**config.mk**
```make
export PLATFORM = sky130hd
export DESIGN_NAME = periodic_task_tick_scheduler_core
export DESIGN_NICKNAME = d
export VERILOG_FILES = /design/src/rtl/ptts_pkg.sv /design/src/rtl/periodic_task_tick_scheduler_core.sv
export SDC_FILE = /design/constraint.sdc
export NUM_CORES = 1
export LEC_CHECK = 0
export ABC_AREA = 1
export BUFFER_PORTS_ARGS = -buffer_cell sky130_fd_sc_hd__buf_2
export CORE_ASPECT_RATIO = 1.75
export CORE_MARGIN = 1.5
export CORE_UTILIZATION = 40
export CTS_BUF_LIST = sky130_fd_sc_hd__clkbuf_4
export DETAILED_ROUTE_END_ITERATION = 8
export GPL_ROUTABILITY_DRIVEN = 0
export SLEW_MARGIN = 20
export SYNTH_ARGS = -nofsm -noshare
export SYNTH_HDL_FRONTEND = slang
export SYNTH_SLANG_ARGS = --single-unit
```
**constraint.sdc**
```tcl
create_clock -name clk -period 9.5 [get_ports clk]
set_clock_uncertainty 0.05 [all_clocks]
set_input_delay 0.95 -clock clk [delete_from_list [all_inputs] [get_ports clk]]
set_output_delay 0.95 -clock clk [all_outputs]
set_load 0.05 [all_outputs]
```
**src/rtl/ptts_pkg.sv**
```systemverilog
// package: sequencer states and action codes of the tick scheduler
package ptts_pkg;

    // action codes carried on the slave-side tuser
    localparam logic [2:0] ACT_TICK     = 3'd0;
    localparam logic [2:0] ACT_CREATE   = 3'd1;
    localparam logic [2:0] ACT_WAKE     = 3'd2;
    localparam logic [2:0] ACT_SLEEP    = 3'd3;
    localparam logic [2:0] ACT_DISPATCH = 3'd4;

    localparam int ACTION_BITS = 3;
    localparam int TASK_ID_BITS = 4;
    localparam int IN_PERIOD_BITS = 16;

    typedef enum logic [2:0] {
        S_IDLE,
        S_TICK,
        S_TICK_LAST,
        S_SCAN,
        S_DONE
    } sched_state_t;

endpackage

```
**src/rtl/periodic_task_tick_scheduler_core.sv**
```systemverilog
// top level: periodic task tick scheduler with a shared per-slot update unit
//
// channel   dir  group         fields (lowest bit first)
// --------  ---  ------------  ------------------------------------------------
// request   in   s_axis_*      tuser: action[2:0]; tdata: task_id[3:0], period[19:4]
// result    out  m_axis_*      tuser: granted[0];  tdata: granted_task[3:0]
//
// sequence: a tick reads the slots in order, one slot per cycle from the period and
//   counter memories, with the writeback in the cycle after the read; a dispatch
//   examines one slot per cycle from the scan position; the rest go straight to done
// reset: rst_n clears the created and pending bits, the scan position and the
//   sequencer; the memories need no clearing since only created slots are written back
// stalls: a request is taken only when the sequencer is idle; a finished result
//   waits in the output register while the next request is taken
module periodic_task_tick_scheduler_core
    import ptts_pkg::*;
#(
    parameter int TASK_SLOTS  = 16,
    parameter int PERIOD_BITS = 16
) (
    input  logic        clk,
    input  logic        rst_n,
    input  logic        s_axis_tvalid,
    output logic        s_axis_tready,
    input  logic [23:0] s_axis_tdata,   // task_id[3:0], period[19:4], zero fill
    input  logic [2:0]  s_axis_tuser,   // action[2:0]
    output logic        m_axis_tvalid,
    input  logic        m_axis_tready,
    output logic [7:0]  m_axis_tdata,   // granted_task[3:0], zero fill
    output logic [0:0]  m_axis_tuser    // granted[0]
);

    localparam int SW = $clog2(TASK_SLOTS);
    localparam logic [SW-1:0] LAST_SLOT = SW'(TASK_SLOTS - 1);

    // request fields
    logic [ACTION_BITS-1:0]    in_action;
    logic [TASK_ID_BITS-1:0]   in_task_id;
    logic [IN_PERIOD_BITS-1:0] in_period;
    logic [31:0]               id_ext;
    logic                      id_ok;
    logic [SW-1:0]             id_slot;
    logic [31:0]               per_ext;
    logic                      in_accept;

    // control state
    sched_state_t            state_reg, state_next;
    logic [TASK_SLOTS-1:0]   created_reg, created_next;
    logic [TASK_SLOTS-1:0]   pending_reg, pending_next;
    logic [SW-1:0]           scan_pos_reg, scan_pos_next;
    logic [SW-1:0]           idx_reg, idx_next;      // tick read index / scan pointer
    logic [SW-1:0]           cnt_reg, cnt_next;      // slots examined by a scan
    logic                    wb_valid_reg, wb_valid_next;
    logic [SW-1:0]           wb_idx_reg, wb_idx_next;
    logic                    res_granted_reg, res_granted_next;
    logic [SW-1:0]           res_slot_reg, res_slot_next;
    logic                    out_valid_reg, out_valid_next;
    logic                    out_granted_reg, out_granted_next;
    logic [3:0]              out_task_reg, out_task_next;

    // slot memories
    logic [PERIOD_BITS-1:0]  period_mem [TASK_SLOTS];
    logic [PERIOD_BITS-1:0]  elapsed_mem [TASK_SLOTS];
    logic [PERIOD_BITS-1:0]  period_rd_reg;
    logic [PERIOD_BITS-1:0]  elapsed_rd_reg;
    logic                    period_we;
    logic                    elapsed_we;
    logic [SW-1:0]           elapsed_waddr;
    logic [PERIOD_BITS-1:0]  elapsed_wdata;

    // shared update unit: one increment and compare per slot
    logic [PERIOD_BITS-1:0]  limit;
    logic [PERIOD_BITS-1:0]  count_inc;
    logic                    fire;
    logic                    wb_active;

    // scan helpers
    logic                    hit;
    logic [SW-1:0]           idx_inc;
    logic [31:0]             res_slot_ext;

    assign in_action  = s_axis_tuser;
    assign in_task_id = s_axis_tdata[3:0];
    assign in_period  = s_axis_tdata[19:4];
    assign id_ext     = 32'(in_task_id);
    assign id_ok      = id_ext < TASK_SLOTS;
    assign id_slot    = id_ext[SW-1:0];
    assign per_ext    = 32'(in_period);

    assign s_axis_tready = (state_reg == S_IDLE);
    assign in_accept     = s_axis_tvalid && s_axis_tready;

    // per-slot counter step, in the cycle after the memory read
    assign limit     = (period_rd_reg == '0) ? PERIOD_BITS'(1) : period_rd_reg;
    assign count_inc = elapsed_rd_reg + PERIOD_BITS'(1);
    assign fire      = (count_inc >= limit) || (count_inc == '0);
    assign wb_active = wb_valid_reg && created_reg[wb_idx_reg];

    // round-robin pointer step and slot test
    assign idx_inc = (idx_reg == LAST_SLOT) ? '0 : idx_reg + SW'(1);
    assign hit     = created_reg[idx_reg] && pending_reg[idx_reg];

    // memory write ports: create in idle, counter writeback during a tick
    assign period_we     = in_accept && (in_action == ACT_CREATE) && id_ok
                           && !created_reg[id_slot];
    assign elapsed_we    = period_we || wb_active;
    assign elapsed_waddr = wb_active ? wb_idx_reg : id_slot;
    assign elapsed_wdata = (wb_active && !fire) ? count_inc : '0;

    always_ff @(posedge clk)
    begin
        if (period_we)
        begin
            period_mem[id_slot] <= per_ext[PERIOD_BITS-1:0];
        end
        if (elapsed_we)
        begin
            elapsed_mem[elapsed_waddr] <= elapsed_wdata;
        end
        period_rd_reg  <= period_mem[idx_reg];
        elapsed_rd_reg <= elapsed_mem[idx_reg];
    end

    always_comb
    begin
        state_next       = state_reg;
        created_next     = created_reg;
        pending_next     = pending_reg;
        scan_pos_next    = scan_pos_reg;
        idx_next         = idx_reg;
        cnt_next         = cnt_reg;
        wb_valid_next    = 1'b0;
        wb_idx_next      = wb_idx_reg;
        res_granted_next = res_granted_reg;
        res_slot_next    = res_slot_reg;
        out_valid_next   = out_valid_reg && !m_axis_tready;
        out_granted_next = out_granted_reg;
        out_task_next    = out_task_reg;

        // counter writeback comes in the cycle after the read
        if (wb_active && fire)
        begin
            pending_next[wb_idx_reg] = 1'b1;
        end

        case (state_reg)
            S_IDLE:
            begin
                if (in_accept)
                begin
                    res_granted_next = 1'b0;
                    res_slot_next    = '0;
                    state_next       = S_DONE;
                    case (in_action)
                        ACT_TICK:
                        begin
                            idx_next   = '0;
                            state_next = S_TICK;
                        end
                        ACT_CREATE:
                        begin
                            if (period_we)
                            begin
                                created_next[id_slot] = 1'b1;
                                pending_next[id_slot] = 1'b0;
                            end
                        end
                        ACT_WAKE:
                        begin
                            if (id_ok && created_reg[id_slot])
                            begin
                                pending_next[id_slot] = 1'b1;
                            end
                        end
                        ACT_SLEEP:
                        begin
                            if (id_ok && created_reg[id_slot])
                            begin
                                pending_next[id_slot] = 1'b0;
                            end
                        end
                        ACT_DISPATCH:
                        begin
                            idx_next   = scan_pos_reg;
                            cnt_next   = '0;
                            state_next = S_SCAN;
                        end
                        default:
                        begin
                            state_next = S_DONE;
                        end
                    endcase
                end
            end
            S_TICK:
            begin
                wb_valid_next = 1'b1;
                wb_idx_next   = idx_reg;
                if (idx_reg == LAST_SLOT)
                begin
                    state_next = S_TICK_LAST;
                end
                else
                begin
                    idx_next = idx_reg + SW'(1);
                end
            end
            S_TICK_LAST:
            begin
                state_next = S_DONE;
            end
            S_SCAN:
            begin
                if (hit)
                begin
                    pending_next[idx_reg] = 1'b0;
                    scan_pos_next         = idx_inc;
                    res_granted_next      = 1'b1;
                    res_slot_next         = idx_reg;
                    state_next            = S_DONE;
                end
                else if (cnt_reg == LAST_SLOT)
                begin
                    state_next = S_DONE;
                end
                else
                begin
                    idx_next = idx_inc;
                    cnt_next = cnt_reg + SW'(1);
                end
            end
            S_DONE:
            begin
                // hand over once the output register is free or being emptied
                if (!out_valid_reg || m_axis_tready)
                begin
                    out_valid_next   = 1'b1;
                    out_granted_next = res_granted_reg;
                    out_task_next    = res_granted_reg ? res_slot_ext[3:0] : 4'd0;
                    state_next       = S_IDLE;
                end
            end
            default:
            begin
                state_next = S_IDLE;
            end
        endcase
    end

    assign res_slot_ext = 32'(res_slot_reg);

    always_ff @(posedge clk or negedge rst_n)
    begin
        if (!rst_n)
        begin
            state_reg     <= S_IDLE;
            created_reg   <= '0;
            pending_reg   <= '0;
            scan_pos_reg  <= '0;
            idx_reg       <= '0;
            cnt_reg       <= '0;
            wb_valid_reg  <= 1'b0;
            out_valid_reg <= 1'b0;
        end
        else
        begin
            state_reg     <= state_next;
            created_reg   <= created_next;
            pending_reg   <= pending_next;
            scan_pos_reg  <= scan_pos_next;
            idx_reg       <= idx_next;
            cnt_reg       <= cnt_next;
            wb_valid_reg  <= wb_valid_next;
            out_valid_reg <= out_valid_next;
        end
    end

    // payload registers
    always_ff @(posedge clk)
    begin
        wb_idx_reg      <= wb_idx_next;
        res_granted_reg <= res_granted_next;
        res_slot_reg    <= res_slot_next;
        out_granted_reg <= out_granted_next;
        out_task_reg    <= out_task_next;
    end

    assign m_axis_tvalid   = out_valid_reg;
    assign m_axis_tdata    = {4'd0, out_task_reg};
    assign m_axis_tuser[0] = out_granted_reg;

    // a result without a grant carries slot zero
    a_no_grant_zero_slot: assert property (@(posedge clk) disable iff (!rst_n)
        m_axis_tvalid && !m_axis_tuser[0] |-> m_axis_tdata[3:0] == 4'd0)
        else $error("ungranted result carries a nonzero slot");

    // counter writeback happens only inside a tick pass
    a_wb_in_tick: assert property (@(posedge clk) disable iff (!rst_n)
        wb_valid_reg |-> (state_reg == S_TICK) || (state_reg == S_TICK_LAST))
        else $error("counter writeback outside a tick pass");

    // a grant clears the pending bit of the granted slot
    a_grant_clears: assert property (@(posedge clk) disable iff (!rst_n)
        (state_reg == S_SCAN) && hit |=> !pending_reg[$past(idx_reg)])
        else $error("granted slot still pending");

    // the request side stays closed while a request is being worked on
    a_busy_closed: assert property (@(posedge clk) disable iff (!rst_n)
        in_accept |=> !s_axis_tready)
        else $error("request taken while busy");

endmodule
```
==> summary.txt <==
Cells and area
  • Multi-input combinational cell area: 7166 um2
  • Final Util: 44.93%
  • FF+latch area: 17670 um2
  • Final net count: between 2000 and 3000
  • Area grow syn2layout: 11.38%
  • Layout cells sized above 1: 14.14%
  • Fill cells: about 5900
  • Largest regs: elapsed_mem (256), period_mem (256)
  • Cell area after layout: between 20000 and 30000 um2
  • Fin cells: 3394

Global routing
  • Grt met2 use: 37.34%
  • Most Used Layer, Global Route: met2
  • Grt met1 use: 23.87%
  • GR met3 Demand/Resource: 3.885%
  • Maximum number of pins on one net before global-route repair: 97
  • Vias in the first global route: ~19000
  • Total GRT Usage: 21.44%
  • First-pass GRT wire length: roughly 110000 um
  • Initial antenna violation count: 2
  • Grt total ovfl: 0

Synthesis
  • Cells after synthesis: 2387
  • Top post-synthesis cells by count: 526 x edfxtp_1, 451 x nand2_1, 374 x nor2_1
  • Yosys reg bits: slightly above 600
  • Mean Syn Cell Area: ~11 um2
  • Adder-cell share of the synthesized area: 1.063%
  • Top-area cell type share of the netlist area: between 60% and 70%
  • Synth Area in Compound Gates: 10.07%
  • Simple-Gate Fraction of Synth Area: 16.07%
  • Main flop type after synthesis: edfxtp_1
  • Post-synthesis xor/xnor area fraction: 0.1643%
  • Ranking of synthesized cells by area: edfxtp_1 61%, nand2_1 6.5%, nor2_1 5.4%
  • Mux share of post-synthesis cell area: 0%
  • Most frequent cell after synthesis: edfxtp_1
  • Fraction of registers with async set/reset: 8.072%
  • Seq/Total Area, Yosys: 68.23%
  • Largest family of logic cells by synthesized area: simple AND/OR/NAND/NOR gates
  • Number of synthesized flops with an enable pin: roughly 530
  • Netlist Area Pre-Place: 25890 um2
  • Ys Warns: 0
  • Top cell type by total area after synthesis: edfxtp_1
  • Post-synth cell types: 46

Floorplan
  • Die Ht: about 340 um
  • Die area: between 60000 and 70000 um2
  • Die span in x: 195.3 um
  • Row cnt: 123
  • Core ar.: 64180 um2
  • # IOs: 42
  • Initial core utilization: between 40% and 50%

Pwr
  • P_leak: 0.01077 uW
  • Psw: 2671 uW
  • Seq pwr share: 42.8%
  • Power per Cell Area: 264.9 nW/um2
  • Comb power frac: 27.6%
  • Pint: 4968 uW
  • Sw Ratio: 34.97%
  • Clock group share of total power: between 20 and 30%
  • Maximum vdd drop: 0.0001321 V

Routing
  • Via density: 5.555
  • DRT iter0 DRCs: 1597
  • DRC errors left: 0
  • DRT Pass-1 Iters: 8
  • Post-DRT Antenna Nets: 0
  • DR vias: 18850
  • Drt wl/cell: ~21 um
  • Final WL: around 71000 um

Placed design
  • Hpwl dp: around 41000 um
  • Dpl cells: 3138
  • Area after DPL: 26850 um2
  • Port Buf Inserts: 33

Timing
  • Final Max Slew Viols: 0
  • Peak Freq: 0.2288 GHz
  • Final-report hold violation count: 0
  • Max-Slew Margin vs Limit: 21.44%
  • Least-Margin Pin Slew: 1177 ps
  • Finish-stage setup viols: 0
  • Final worst path period need: roughly 4400 ps
  • Final TNS setup: 0 ps
  • Hold slack: 123.4 ps
  • Final cycle utilization of the critical path: 46.01%
  • RSZ-0062 raised after global routing: no

Clocking
  • Total CTS buffers: 140
  • H-tree depth: 4
  • Max Root-Sink Buffers: 3
  • Hold-fix buffers at CTS: 0
  • Clock insertion delay at the later pin of the skew report: 920 ps
  • CTS Root Cell: clkbuf_4
  • Post-CTS setup buffer count: 0
  • Worst-path clk slew: roughly 70 ps
  • PostCTS Resize Cnt: 0
  • Number of clock sinks: between 600 and 700
  • CTS tree: yes

Outcome
  • Status: complete, no violations

Setup path
  • Startpoint types: register
  • Setup crit end kind: register
  • Critical Path Fanout Max: between 70 and 80
  • Critical setup path kind: register to register
  • Data arrival, critical path: 4830 ps
  • CP Data Required Time: around 10000 ps
  • R2r worst-path depth: 10

Flow run
  • Max-cap violations: 0

Min path
  • Worst min-delay path class: input port to async pin
stage by stage:
stage | total power [uW] | setup slack (ps)
floorplan | 4765 | 6358
finish | 7639 | 5129
global route | 8068 | 4746
detailed placement | 5417 | 5160
CTS | 7686 | 5154
global placement | 5347 | 5213
cells by family (layout without fill, tap and decap cells):
kind of cell	count (synthesis)	count (layout)
adder cells (fa/ha/maj)	22	22
XOR/XNOR	4	4
flip-flops	607	607
other	1	5
buffers and inverters	282	473
AO/OA/AOI/OAI	468	468
AND/OR/NAND/NOR	1003	1003
placed cells by master (no fill, tap or decap), types with 2 or more instances in the layout:
master / count
a21oi_1: 13
and3_1: 2
buf_2: 33
buf_4: 34
bufinv_16: 8
clkbuf_4: 215
clkinv_1: 25
clkinv_2: 2
clkinvlp_4: 2
conb_1: 4
dfrtp_1: 47
dfrtp_4: 2
dfxtp_1: 32
edfxtp_1: 526
ha_1: 22
inv_1: 138
inv_2: 14
nand2_1: 451
nand2_2: 3
nand3_1: 105
nand3_2: 11
nand4_1: 36
nor2_1: 353
nor2_2: 23
nor2_4: 5
nor3_1: 2
nor3_2: 2
nor3b_1: 2
nor4_1: 4
o211ai_1: 11
o21ai_0: 269
o21ai_1: 23
o21bai_1: 3
o22ai_1: 142
xor2_1: 2
power groups by stage:
stage / logic [uW] / registers, uW / clock network [uW]
final: 2110 / 3270 / 2270
after global routing: 2350 / 3280 / 2440
after detailed placement: 2100 / 3320 / 0
after floorplan: 1490 / 3280 / 0
after CTS: 2110 / 3260 / 2320
after global placement: 2030 / 3320 / 0
worst paths after layout:
check                      slack [ps]         endpoint       startpoint
setup / recovery                 5130  res_slot_reg[1]       idx_reg[0]
hold / removal                    120       cnt_reg[0]            rst_n
setup reg to reg                 5130  res_slot_reg[1]       idx_reg[0]
hold reg to reg                   450  scan_pos_reg[2]  scan_pos_reg[2]
max in group asynchronous        8710       idx_reg[0]            rst_n
min in group clk                  310    m_axis_tvalid    m_axis_tready
worst max-delay path: stages (launching register included):
cell,delay [ps]
dfrtp_4,950
buf_4,780
buf_4,660
o211ai_1,170
nand2_1,130
nand2_1,50
nand2_1,110
nor2_2,80
nor2_4,410
nor2_1,110
nor2_1,370
per-layer routing:
layer,wire [um],up-vias
li1,-,8624
met1,26130,9196
met2,35990,813
met3,4472,219
met4,4213,2
met5,13,-
final cells by class:
class	instances	area share (%)
sequential	607	61.28
clock inverter	40	1.284
multi-input combinational	1501	24.85
timing repair buffer	67	1.458
antenna	1	0.008679
tap	812	3.524
inverter	151	1.992
clock buffer	215	5.598
No activity file was read; power rests on OpenSTA's default activity.
